## src/hdl/rca_pkg.sv

```systemverilog
package rca_pkg;

    localparam int CH_BITS   = 8;
    localparam int NUM_CH    = 3;
    localparam int WORK_BITS = 2 * CH_BITS;
    localparam int MODE_BITS = 3;

    // Four divider stages with two quotient bits each give the eight quotient bits.
    localparam int DIV_STAGES      = 4;
    localparam int STEPS_PER_STAGE = 2;
    localparam int DEPTH           = DIV_STAGES + 2;

    localparam logic [CH_BITS-1:0] CH_MAX      = '1;
    localparam logic [CH_BITS-1:0] PASTEL_BASE = 8'hCC;

    localparam logic [MODE_BITS-1:0] MODE_LIGHTEN   = 3'd0;
    localparam logic [MODE_BITS-1:0] MODE_DARKEN    = 3'd1;
    localparam logic [MODE_BITS-1:0] MODE_NORMALIZE = 3'd2;
    localparam logic [MODE_BITS-1:0] MODE_MIN_SCALE = 3'd3;
    localparam logic [MODE_BITS-1:0] MODE_PASTEL    = 3'd4;
    localparam logic [MODE_BITS-1:0] MODE_PURE      = 3'd5;
    localparam logic [MODE_BITS-1:0] MODE_INVERT    = 3'd6;
    localparam logic [MODE_BITS-1:0] MODE_PASS      = 3'd7;
    localparam logic [MODE_BITS-1:0] MODE_RESET     = MODE_PASS;

    typedef struct packed {
        logic [MODE_BITS-1:0]                mode;
        logic [NUM_CH-1:0][CH_BITS-1:0]      ch;
        logic [CH_BITS-1:0]                  dvs;
        logic                                zero;
        logic [1:0]                          first;
        logic [NUM_CH-1:0][WORK_BITS-1:0]    prod;
        logic [NUM_CH-1:0][WORK_BITS-1:0]    work;
    } pipe_t;

    // One restoring division step. The upper half of the word is the partial
    // remainder, the lower half holds the dividend bits still to come and
    // collects the quotient bits from the right.
    function automatic logic [WORK_BITS-1:0] div_step(input logic [WORK_BITS-1:0] w,
                                                      input logic [CH_BITS-1:0] d);
        logic [CH_BITS:0] x;
        logic [CH_BITS:0] diff;
        x    = {w[WORK_BITS-1:CH_BITS], w[CH_BITS-1]};
        diff = x - {1'b0, d};
        if (x >= {1'b0, d})
        begin
            div_step = {diff[CH_BITS-1:0], w[CH_BITS-2:0], 1'b1};
        end
        else
        begin
            div_step = {x[CH_BITS-1:0], w[CH_BITS-2:0], 1'b0};
        end
    endfunction

endpackage

```

## src/hdl/rca_in_if.sv

```systemverilog
interface rca_in_if;
    logic                        valid;
    logic                        ready;
    logic [rca_pkg::CH_BITS-1:0] in_red;
    logic [rca_pkg::CH_BITS-1:0] in_green;
    logic [rca_pkg::CH_BITS-1:0] in_blue;

    modport source (output valid, output in_red, output in_green, output in_blue,
                    input ready);
    modport sink (input valid, input in_red, input in_green, input in_blue,
                  output ready);
endinterface

```

## src/hdl/rca_out_if.sv

```systemverilog
interface rca_out_if;
    logic                        valid;
    logic                        ready;
    logic [rca_pkg::CH_BITS-1:0] out_red;
    logic [rca_pkg::CH_BITS-1:0] out_green;
    logic [rca_pkg::CH_BITS-1:0] out_blue;

    modport source (output valid, output out_red, output out_green, output out_blue,
                    input ready);
    modport sink (input valid, input out_red, input out_green, input out_blue,
                  output ready);
endinterface

```

## src/hdl/rca_front.sv

```systemverilog
module rca_front (
    input  logic                          clk,
    input  logic                          rst_n,
    rca_in_if.sink                        pix_in,
    input  logic [rca_pkg::MODE_BITS-1:0] mode,
    input  logic                          ready_dn,
    output logic                          valid_dn,
    output rca_pkg::pipe_t                data_dn
);

    logic                                             valid_reg;
    rca_pkg::pipe_t                                   data_reg;
    rca_pkg::pipe_t                                   data_next;
    logic [rca_pkg::NUM_CH-1:0][rca_pkg::CH_BITS-1:0] c;
    logic [rca_pkg::CH_BITS-1:0]                      hi;
    logic [rca_pkg::CH_BITS-1:0]                      lo;

    assign c[0] = pix_in.in_red;
    assign c[1] = pix_in.in_green;
    assign c[2] = pix_in.in_blue;

    assign pix_in.ready = !valid_reg || ready_dn;

    always_comb
    begin
        hi = (c[0] > c[1]) ? c[0] : c[1];
        hi = (hi > c[2]) ? hi : c[2];
        lo = (c[0] < c[1]) ? c[0] : c[1];
        lo = (lo < c[2]) ? lo : c[2];

        data_next.mode = mode;
        data_next.ch   = c;
        data_next.dvs  = hi;
        data_next.zero = (hi == '0);
        priority if (c[0] == hi)
        begin
            data_next.first = 2'd0;
        end
        else if (c[1] == hi)
        begin
            data_next.first = 2'd1;
        end
        else
        begin
            data_next.first = 2'd2;
        end

        for (int i = 0; i < rca_pkg::NUM_CH; i++)
        begin
            data_next.prod[i] = {{rca_pkg::CH_BITS{1'b0}}, c[i]}
                              * {{rca_pkg::CH_BITS{1'b0}}, lo};
            // c * 255 as a shift and a subtract; it seeds the divider word.
            data_next.work[i] = {c[i], {rca_pkg::CH_BITS{1'b0}}}
                              - {{rca_pkg::CH_BITS{1'b0}}, c[i]};
        end
    end

    always_ff @(posedge clk or negedge rst_n)
    begin
        if (!rst_n)
        begin
            valid_reg <= 1'b0;
        end
        else if (pix_in.ready)
        begin
            valid_reg <= pix_in.valid;
        end
    end

    always_ff @(posedge clk)
    begin
        if (pix_in.valid && pix_in.ready)
        begin
            data_reg <= data_next;
        end
    end

    assign valid_dn = valid_reg;
    assign data_dn  = data_reg;

endmodule

```

## src/hdl/rca_div_stage.sv

```systemverilog
module rca_div_stage (
    input  logic           clk,
    input  logic           rst_n,
    input  logic           valid_up,
    output logic           ready_up,
    input  rca_pkg::pipe_t data_up,
    output logic           valid_dn,
    input  logic           ready_dn,
    output rca_pkg::pipe_t data_dn
);

    logic           valid_reg;
    rca_pkg::pipe_t data_reg;
    rca_pkg::pipe_t data_next;

    assign ready_up = !valid_reg || ready_dn;

    always_comb
    begin
        data_next = data_up;
        for (int i = 0; i < rca_pkg::NUM_CH; i++)
        begin
            for (int s = 0; s < rca_pkg::STEPS_PER_STAGE; s++)
            begin
                data_next.work[i] = rca_pkg::div_step(data_next.work[i], data_up.dvs);
            end
        end
    end

    always_ff @(posedge clk or negedge rst_n)
    begin
        if (!rst_n)
        begin
            valid_reg <= 1'b0;
        end
        else if (ready_up)
        begin
            valid_reg <= valid_up;
        end
    end

    always_ff @(posedge clk)
    begin
        if (valid_up && ready_up)
        begin
            data_reg <= data_next;
        end
    end

    assign valid_dn = valid_reg;
    assign data_dn  = data_reg;

endmodule

```

## src/hdl/rca_back.sv

```systemverilog
module rca_back (
    input  logic           clk,
    input  logic           rst_n,
    input  logic           valid_up,
    output logic           ready_up,
    input  rca_pkg::pipe_t data_up,
    rca_out_if.source      pix_out
);

    logic                                             valid_reg;
    logic [rca_pkg::NUM_CH-1:0][rca_pkg::CH_BITS-1:0] res_reg;
    logic [rca_pkg::NUM_CH-1:0][rca_pkg::CH_BITS-1:0] res_next;

    assign ready_up = !valid_reg || pix_out.ready;

    always_comb
    begin
        logic [rca_pkg::CH_BITS-1:0]   v;
        logic [rca_pkg::CH_BITS-1:0]   q;
        logic [rca_pkg::CH_BITS:0]     sum;
        logic [rca_pkg::WORK_BITS:0]   t;
        logic [rca_pkg::WORK_BITS:0]   u;
        sum = '0;
        t   = '0;
        u   = '0;
        for (int i = 0; i < rca_pkg::NUM_CH; i++)
        begin
            v = data_up.ch[i];
            q = data_up.work[i][rca_pkg::CH_BITS-1:0];
            unique case (data_up.mode)
                rca_pkg::MODE_LIGHTEN:
                begin
                    sum = {1'b0, v} + {2'b00, v[rca_pkg::CH_BITS-1:1]};
                    res_next[i] = sum[rca_pkg::CH_BITS] ? rca_pkg::CH_MAX
                                                        : sum[rca_pkg::CH_BITS-1:0];
                end
                rca_pkg::MODE_DARKEN:
                begin
                    res_next[i] = v - {1'b0, v[rca_pkg::CH_BITS-1:1]};
                end
                rca_pkg::MODE_NORMALIZE:
                begin
                    res_next[i] = data_up.zero ? '0 : q;
                end
                rca_pkg::MODE_MIN_SCALE:
                begin
                    // Exact floor division by 255 for products below 65535.
                    t = {1'b0, data_up.prod[i]} + 1'b1;
                    u = t + {{rca_pkg::CH_BITS{1'b0}}, t[rca_pkg::WORK_BITS:rca_pkg::CH_BITS]};
                    res_next[i] = u[rca_pkg::WORK_BITS-1:rca_pkg::CH_BITS];
                end
                rca_pkg::MODE_PASTEL:
                begin
                    sum = {1'b0, v} + {1'b0, rca_pkg::PASTEL_BASE};
                    res_next[i] = sum[rca_pkg::CH_BITS:1];
                end
                rca_pkg::MODE_PURE:
                begin
                    // Halving the quotient by max equals dividing by twice max.
                    if (data_up.zero)
                    begin
                        res_next[i] = '0;
                    end
                    else if (data_up.first == 2'(i))
                    begin
                        res_next[i] = rca_pkg::CH_MAX;
                    end
                    else
                    begin
                        res_next[i] = {1'b0, q[rca_pkg::CH_BITS-1:1]};
                    end
                end
                rca_pkg::MODE_INVERT:
                begin
                    res_next[i] = ~v;
                end
                rca_pkg::MODE_PASS:
                begin
                    res_next[i] = v;
                end
                default:
                begin
                    res_next[i] = v;
                end
            endcase
        end
    end

    always_ff @(posedge clk or negedge rst_n)
    begin
        if (!rst_n)
        begin
            valid_reg <= 1'b0;
        end
        else if (ready_up)
        begin
            valid_reg <= valid_up;
        end
    end

    always_ff @(posedge clk)
    begin
        if (valid_up && ready_up)
        begin
            res_reg <= res_next;
        end
    end

    assign pix_out.valid     = valid_reg;
    assign pix_out.out_red   = res_reg[0];
    assign pix_out.out_green = res_reg[1];
    assign pix_out.out_blue  = res_reg[2];

endmodule

```

## src/hdl/rgb_color_adjust.sv

```systemverilog
// Per-pixel color adjustment with a valid/ready pixel stream on each side.
// pix_in carries in_red, in_green and in_blue; pix_out carries out_red,
// out_green and out_blue. A transfer happens on a rising clk edge with valid
// and ready both high. cfg_we writes cfg_data into the mode register
// (lighten, darken, normalize, min scale, pastel, pure, invert, pass); write it
// only while no pixel is in flight.
// Each pixel passes six registered stages from its input transfer until its result
// is valid: an input stage (max, min, c*min and c*255), four divider stages of
// two restoring quotient bits each for c*255/max, and an output register.
// One pixel per clock is accepted and delivered when the receiver keeps ready
// high; every stage has its own valid bit and accepts while it is empty or
// moving on, so bubbles close up.
// When the receiver stalls, the output register holds its pixel and the
// stages behind it keep filling until all six hold a pixel; only then does
// pix_in.ready drop.
// rst_n clears every valid bit at once and sets the mode to pass-through.
module rgb_color_adjust (
    input  logic                          clk,
    input  logic                          rst_n,
    rca_in_if.sink                        pix_in,
    rca_out_if.source                     pix_out,
    input  logic                          cfg_we,
    input  logic [rca_pkg::MODE_BITS-1:0] cfg_data
);

    logic [rca_pkg::MODE_BITS-1:0] mode_reg;
    logic                          link_valid [rca_pkg::DIV_STAGES+1];
    logic                          link_ready [rca_pkg::DIV_STAGES+1];
    rca_pkg::pipe_t                link_data  [rca_pkg::DIV_STAGES+1];

    always_ff @(posedge clk or negedge rst_n)
    begin
        if (!rst_n)
        begin
            mode_reg <= rca_pkg::MODE_RESET;
        end
        else if (cfg_we)
        begin
            mode_reg <= cfg_data;
        end
    end

    rca_front u_front (
        .clk      (clk),
        .rst_n    (rst_n),
        .pix_in   (pix_in),
        .mode     (mode_reg),
        .ready_dn (link_ready[0]),
        .valid_dn (link_valid[0]),
        .data_dn  (link_data[0])
    );

    for (genvar k = 0; k < rca_pkg::DIV_STAGES; k++)
    begin : g_div
        rca_div_stage u_div (
            .clk      (clk),
            .rst_n    (rst_n),
            .valid_up (link_valid[k]),
            .ready_up (link_ready[k]),
            .data_up  (link_data[k]),
            .valid_dn (link_valid[k+1]),
            .ready_dn (link_ready[k+1]),
            .data_dn  (link_data[k+1])
        );
    end

    rca_back u_back (
        .clk      (clk),
        .rst_n    (rst_n),
        .valid_up (link_valid[rca_pkg::DIV_STAGES]),
        .ready_up (link_ready[rca_pkg::DIV_STAGES]),
        .data_up  (link_data[rca_pkg::DIV_STAGES]),
        .pix_out  (pix_out)
    );

endmodule

```

## src/flat_wrapper.sv

```systemverilog
// flat-port wrapper written by rule: the top's interface ports become plain ports
module rgb_color_adjust_flat 
  (clk, rst_n, cfg_we, cfg_data, pix_in_valid, pix_in_in_red, pix_in_in_green, pix_in_in_blue, pix_in_ready, pix_out_valid, pix_out_out_red, pix_out_out_green, pix_out_out_blue, pix_out_ready);
  rca_in_if pix_in_i ();
  rca_out_if pix_out_i ();
  input  logic clk;
  input  logic rst_n;
  input  logic cfg_we;
  input  logic [rca_pkg::MODE_BITS-1:0] cfg_data;
  input wire logic [$bits(pix_in_i.valid)-1:0] pix_in_valid;
  input wire logic [$bits(pix_in_i.in_red)-1:0] pix_in_in_red;
  input wire logic [$bits(pix_in_i.in_green)-1:0] pix_in_in_green;
  input wire logic [$bits(pix_in_i.in_blue)-1:0] pix_in_in_blue;
  output wire logic [$bits(pix_in_i.ready)-1:0] pix_in_ready;
  output wire logic [$bits(pix_out_i.valid)-1:0] pix_out_valid;
  output wire logic [$bits(pix_out_i.out_red)-1:0] pix_out_out_red;
  output wire logic [$bits(pix_out_i.out_green)-1:0] pix_out_out_green;
  output wire logic [$bits(pix_out_i.out_blue)-1:0] pix_out_out_blue;
  input wire logic [$bits(pix_out_i.ready)-1:0] pix_out_ready;
  assign pix_in_i.valid = pix_in_valid;
  assign pix_in_i.in_red = pix_in_in_red;
  assign pix_in_i.in_green = pix_in_in_green;
  assign pix_in_i.in_blue = pix_in_in_blue;
  assign pix_in_ready = pix_in_i.ready;
  assign pix_out_valid = pix_out_i.valid;
  assign pix_out_out_red = pix_out_i.out_red;
  assign pix_out_out_green = pix_out_i.out_green;
  assign pix_out_out_blue = pix_out_i.out_blue;
  assign pix_out_i.ready = pix_out_ready;
  rgb_color_adjust u_core (.clk(clk), .rst_n(rst_n), .pix_in(pix_in_i), .pix_out(pix_out_i), .cfg_we(cfg_we), .cfg_data(cfg_data));
endmodule
```

## config.mk

```make
export PLATFORM = sky130hd
export DESIGN_NAME = rgb_color_adjust_flat
export DESIGN_NICKNAME = d
export VERILOG_FILES = /design/src/hdl/rca_pkg.sv /design/src/hdl/rca_in_if.sv /design/src/hdl/rca_out_if.sv /design/src/hdl/rca_front.sv /design/src/hdl/rca_div_stage.sv /design/src/hdl/rca_back.sv /design/src/hdl/rgb_color_adjust.sv /design/src/flat_wrapper.sv
export SDC_FILE = /design/constraint.sdc
export NUM_CORES = 2
export LEC_CHECK = 0
export CAP_MARGIN = 20
export CORE_ASPECT_RATIO = 1.2
export CORE_MARGIN = 2
export CORE_UTILIZATION = 35
export DETAILED_ROUTE_END_ITERATION = 12
export DONT_BUFFER_PORTS = 1
export GPL_TIMING_DRIVEN = 0
export SETUP_SLACK_MARGIN = 0.3
export SKIP_LAST_GASP = 1
export SLEW_MARGIN = 10
export SYNTH_ARGS = -nofsm -noshare
export SYNTH_HDL_FRONTEND = slang
export SYNTH_SLANG_ARGS = --single-unit
```

## constraint.sdc

```tcl
create_clock -name clk -period 16.78 [get_ports clk]
set_input_delay 5.034 -clock clk [delete_from_list [all_inputs] [get_ports clk]]
set_output_delay 5.034 -clock clk [all_outputs]
set_load 0.02 [all_outputs]
```

==> summary.md <==
The run finished with clean final reports. The share of layout cells above drive strength 1 was 0.0922; the x dimension of the die was 326 um. Compared with the post-synthesis result, the final layout area differs by 11.1%.

The total via count in the routed design came out at 29.3k. The total negative slack was 0 ns. The worst hold path belongs to the class register to register.

The count of pins over their slew limit was 0. Proportion of register bits with asynchronous set or reset after synthesis: 0.0137. Entering global routing, the biggest net connects 64 pins.

The tool flagged a number of max-cap violations equal to 0. The startpoint of the worst-slack reg-to-reg timing path was u_core.g_div[1].u_div.data_dn[100]$_DFFE_PP_. For this run, design rule violations remaining after detail routing come to 0. Clock-pin slew was measured on the worst setup and hold paths at 0.07 ns. The portion of the post-synthesis area used by sequential elements was 0.453; the first-pass detailed-route iteration total was 8. The tools report the sum of overflow across all layers after global routing as 0. In the synthesized netlist, the number of instances is 3801.

The logs give 0.300 for the remaining max-slew budget at the tightest pin and 3 for the largest buffer count on any clock path. The largest fanout of any net on the critical path came out at 10. The tree is rooted in a sky130_fd_sc_hd__clkbuf_16. The first global-routing pass estimated 171 mm of wire. The largest single stage delay on the critical path is 0.68 ns. The number of violations reported at the end of detailed-routing iteration 0 was 1944; the power density over cell area was 207 nW/um2. The clock network fraction of design power is 0.153, and the total of flip-flops plus latches after synthesis is 659. The run gives 29.3k as the via count of the first global-routing pass.

The number of hold violations in the final report is 0. Final clock period utilization by the worst path: 0.839. Buffers inserted during clock tree synthesis total 68. For this block, the routed nets add up to 110 mm of wire. The worst hold path passes through 0 cells. In the final design database the tool counted 4467 nets. Critical path class: input pin to register. After detailed placement, the design holds a cell count of 5462.

The worst setup path is captured at a register. During I/O placement, the number of pins put on the boundary was 58. Port buffering added 0 buffers. The worst setup path is launched from an input pin.

For the initial core utilization, the log shows 0.353. In this design, the critical path's most frequently occurring cell is sky130_fd_sc_hd__ha_1. The clock latency on the worst-skew pair is 0.65 ns, and the count of synthesis-stage warnings from yosys is 0. The clock tree synthesis step divided the H-tree into 3 levels. Setup violations remaining at the end of the flow were counted as 0.

Initial antenna violation count: 5. The achievable clock frequency came out at 0.0711 GHz. The fraction of power consumed by sequential logic came out at 0.289. Across the routed clock network, the largest skew measured is 0.0241 ns.

The tools report the worst hold endpoint as u_core.g_div[3].u_div.data_dn[94]$_DFFE_PP_. The worst-path cell with the longest stage delay was sky130_fd_sc_hd__o41ai_1. The run gives 659 as the total number of clock tree sinks. Summing every instance area after synthesis gives 43500 um2.

The run gives 85.4 mm as the detailed-placement wirelength estimate. The detailed-route vias per instance was 5.24. Leaving out filler cells and counting taps, the final layout contains 5590.

The number of enable-type register cells in the synthesized netlist works out to 650. The most used flip-flop cell after synthesis is sky130_fd_sc_hd__edfxtp_1. The switching power share of the total was 0.401. Yosys mapped the design onto 97 distinct sky130hd cell types. Chip height: 390 um. After clock tree synthesis, the setup repair step added 0 buffers.

The logs give 0.392 for the final core area utilization and 18.9 nW for the leakage power. For flop-to-flop paths, the worst setup slack is 11.33 ns. The register with the most flip-flops in the layout has 495 of them. The switching power total is 4.01 mW. The tools report the startpoint of the lowest-slack hold path as u_core.g_div[2].u_div.data_dn[94]$_DFFE_PP_.

The run gives 0 as the post-detailed-route count of antenna-violating nets. TritonCTS built the clock tree. The completed layout was analyzed and its total power is 10.0 mW.

For the pin with the worst max-slew slack, the measured transition is 1.05 ns. At the end of routability-driven placement, the weighted congestion stood at 0.962. Setup repair after global routing left no endpoint under its margin.

Across all hold checks on the routed design, the worst slack comes to 0.408 ns. Hold repair after CTS inserted 0 buffers. STA puts the critical path data required time at 17.17 ns.

At the worst endpoint, the arrival time is 14.46 ns. The worst-case IR drop observed on VDD is 126 uV. Routed length per placed instance: 19.6 um. The count of standard-cell rows is 141, and the synthesized area divided by synthesized cell count is 11.5 um2. The floorplan step defined a die boundary enclosing 127000 um2.

Counting cells, the worst reg-to-reg path comes to 18. The tools report the terminus of the critical flop-to-flop path as u_core.g_div[2].u_div.data_dn[31]$_DFFE_PP_. The total track usage is 0.172. For the area inside the core boundary, the log shows 123000 um2. The internal portion of the total power is 6.00 mW. The post-cts gate resize count is 0, and the post-route minimum period is 14.07 ns.

Counting every net in the synthesized netlist gives 4380. The combinational power share is 0.558.
## power groups by stage
stage	Clock, mW	Combinational [mW]	Sequential, mW
floorplan	0	4.38	2.84
global placement	0	5.46	2.99
detailed placement	0	5.56	2.92
CTS	1.58	5.61	2.89
global route	1.64	6.31	2.94
finish	1.53	5.58	2.89
## cells by family (layout without fill, tap and decap cells)
group                    count (synthesis)  after routing  synth area share
flip-flops                             659            659             0.453
AO/OA/AOI/OAI                          726            726             0.113
AND/OR/NAND/NOR                        980            980             0.120
other                                    0              7                 0
XOR/XNOR                               251            251            0.0510
buffers and inverters                  486            624            0.0436
multiplexers                           152            152            0.0385
adder cells (fa/ha/maj)                547            547             0.180
## final cells by class
cell class	instances	area, um2
inverters	381	1430
well taps	1644	2060
plain buffers	105	469
diodes	7	17.5
fillers	11700	75000
multi-input cells	2656	21900
clock inverters	41	532
clock buffers	80	1770
repair buffers	17	410
flip-flops and latches	659	19700
## metal layers
metal	routed length (um)	up-vias	share of wire	track usage
met5	27	-	0.00025	0
met4	5150	4	0.047	0.0826
met3	6270	240	0.057	0.0276
met2	52300	834	0.48	0.292
met1	45800	14100	0.42	0.214
li1	-	14100	-	-
## cells in the mapped netlist, types with 68 or more instances
| cell type | count | area share |
|---|---|---|
| sky130_fd_sc_hd__nand3_1 | 119 | 0.014 |
| sky130_fd_sc_hd__nor3_1 | 169 | 0.019 |
| sky130_fd_sc_hd__o21ai_0 | 173 | 0.020 |
| sky130_fd_sc_hd__xnor2_1 | 173 | 0.035 |
| sky130_fd_sc_hd__nor2_1 | 186 | 0.016 |
| sky130_fd_sc_hd__mux2_2 | 123 | 0.032 |
| sky130_fd_sc_hd__edfxtp_1 | 650 | 0.45 |
| sky130_fd_sc_hd__a21oi_1 | 165 | 0.019 |
| sky130_fd_sc_hd__ha_1 | 412 | 0.12 |
| sky130_fd_sc_hd__inv_1 | 366 | 0.032 |
| sky130_fd_sc_hd__nand2_1 | 119 | 0.010 |
| sky130_fd_sc_hd__nor2b_1 | 68 | 0.0098 |
| sky130_fd_sc_hd__fa_1 | 135 | 0.062 |
| sky130_fd_sc_hd__xor2_1 | 75 | 0.015 |
## placed cells by master, fill, tap and decap left out, types with 14 or more instances in the layout
cell type,synthesis,routed
sky130_fd_sc_hd__a211oi_1,18,18
sky130_fd_sc_hd__a21boi_0,20,19
sky130_fd_sc_hd__a21o_1,50,50
sky130_fd_sc_hd__a21oi_1,165,165
sky130_fd_sc_hd__a22oi_1,16,16
sky130_fd_sc_hd__a31oi_1,30,29
sky130_fd_sc_hd__and2_1,47,44
sky130_fd_sc_hd__and3_1,40,40
sky130_fd_sc_hd__buf_2,26,26
sky130_fd_sc_hd__clkbuf_1,64,74
sky130_fd_sc_hd__clkbuf_16,0,68
sky130_fd_sc_hd__clkinv_1,13,17
sky130_fd_sc_hd__edfxtp_1,650,650
sky130_fd_sc_hd__fa_1,135,135
sky130_fd_sc_hd__ha_1,412,412
sky130_fd_sc_hd__inv_1,366,366
sky130_fd_sc_hd__mux2_2,123,123
sky130_fd_sc_hd__mux2i_1,29,29
sky130_fd_sc_hd__nand2_1,119,119
sky130_fd_sc_hd__nand2b_1,50,50
sky130_fd_sc_hd__nand3_1,119,119
sky130_fd_sc_hd__nand4_1,45,45
sky130_fd_sc_hd__nor2_1,186,186
sky130_fd_sc_hd__nor2b_1,68,67
sky130_fd_sc_hd__nor3_1,169,169
sky130_fd_sc_hd__nor3b_1,32,32
sky130_fd_sc_hd__o211ai_1,24,24
sky130_fd_sc_hd__o21a_1,31,31
sky130_fd_sc_hd__o21ai_0,173,173
sky130_fd_sc_hd__o21ai_1,14,14
sky130_fd_sc_hd__o21bai_1,19,19
sky130_fd_sc_hd__o22ai_1,15,15
sky130_fd_sc_hd__or2_2,15,15
sky130_fd_sc_hd__or3_1,32,32
sky130_fd_sc_hd__xnor2_1,173,173
sky130_fd_sc_hd__xor2_1,75,75
## how the worst max path moves through the flow
stage                     cells past startpoint                                          end               start  slack (ns)
after floorplan                               2   u_core.g_div[3].u_div.data_dn[0]$_DFFE_PP_       pix_out_ready        3.54
after global placement                        2  u_core.g_div[3].u_div.data_dn[53]$_DFFE_PP_       pix_out_ready       -0.28
after detailed placement                     30         u_core.u_front.data_dn[94]$_DFFE_PP_  pix_in_in_green[3]        2.36
after CTS                                    30         u_core.u_front.data_dn[94]$_DFFE_PP_  pix_in_in_green[3]        3.03
after global routing                         29         u_core.u_front.data_dn[94]$_DFFE_PP_  pix_in_in_green[3]        2.39
final                                        30         u_core.u_front.data_dn[94]$_DFFE_PP_  pix_in_in_green[3]        2.71
## critical path, delay by kind of cell
| kind | cells | cell delay [ns] |
|---|---|---|
| AO/OA/AOI/OAI | 11 | 3.68 |
| XOR/XNOR | 1 | 0.15 |
| adder cells (fa/ha/maj) | 7 | 2.84 |
| buffers and inverters | 7 | 2.34 |
| AND/OR/NAND/NOR | 4 | 0.39 |
## through the flow
stage | setup WS [ns] | area [um2]
after floorplan | 3.54 | 43500
after global placement | -0.280 | 45600
after detailed placement | 2.36 | 46100
after CTS | 3.03 | 48300
after global routing | 2.39 | 48400
final | 2.71 | 48400
No activity file was read; power rests on OpenSTA's default activity.
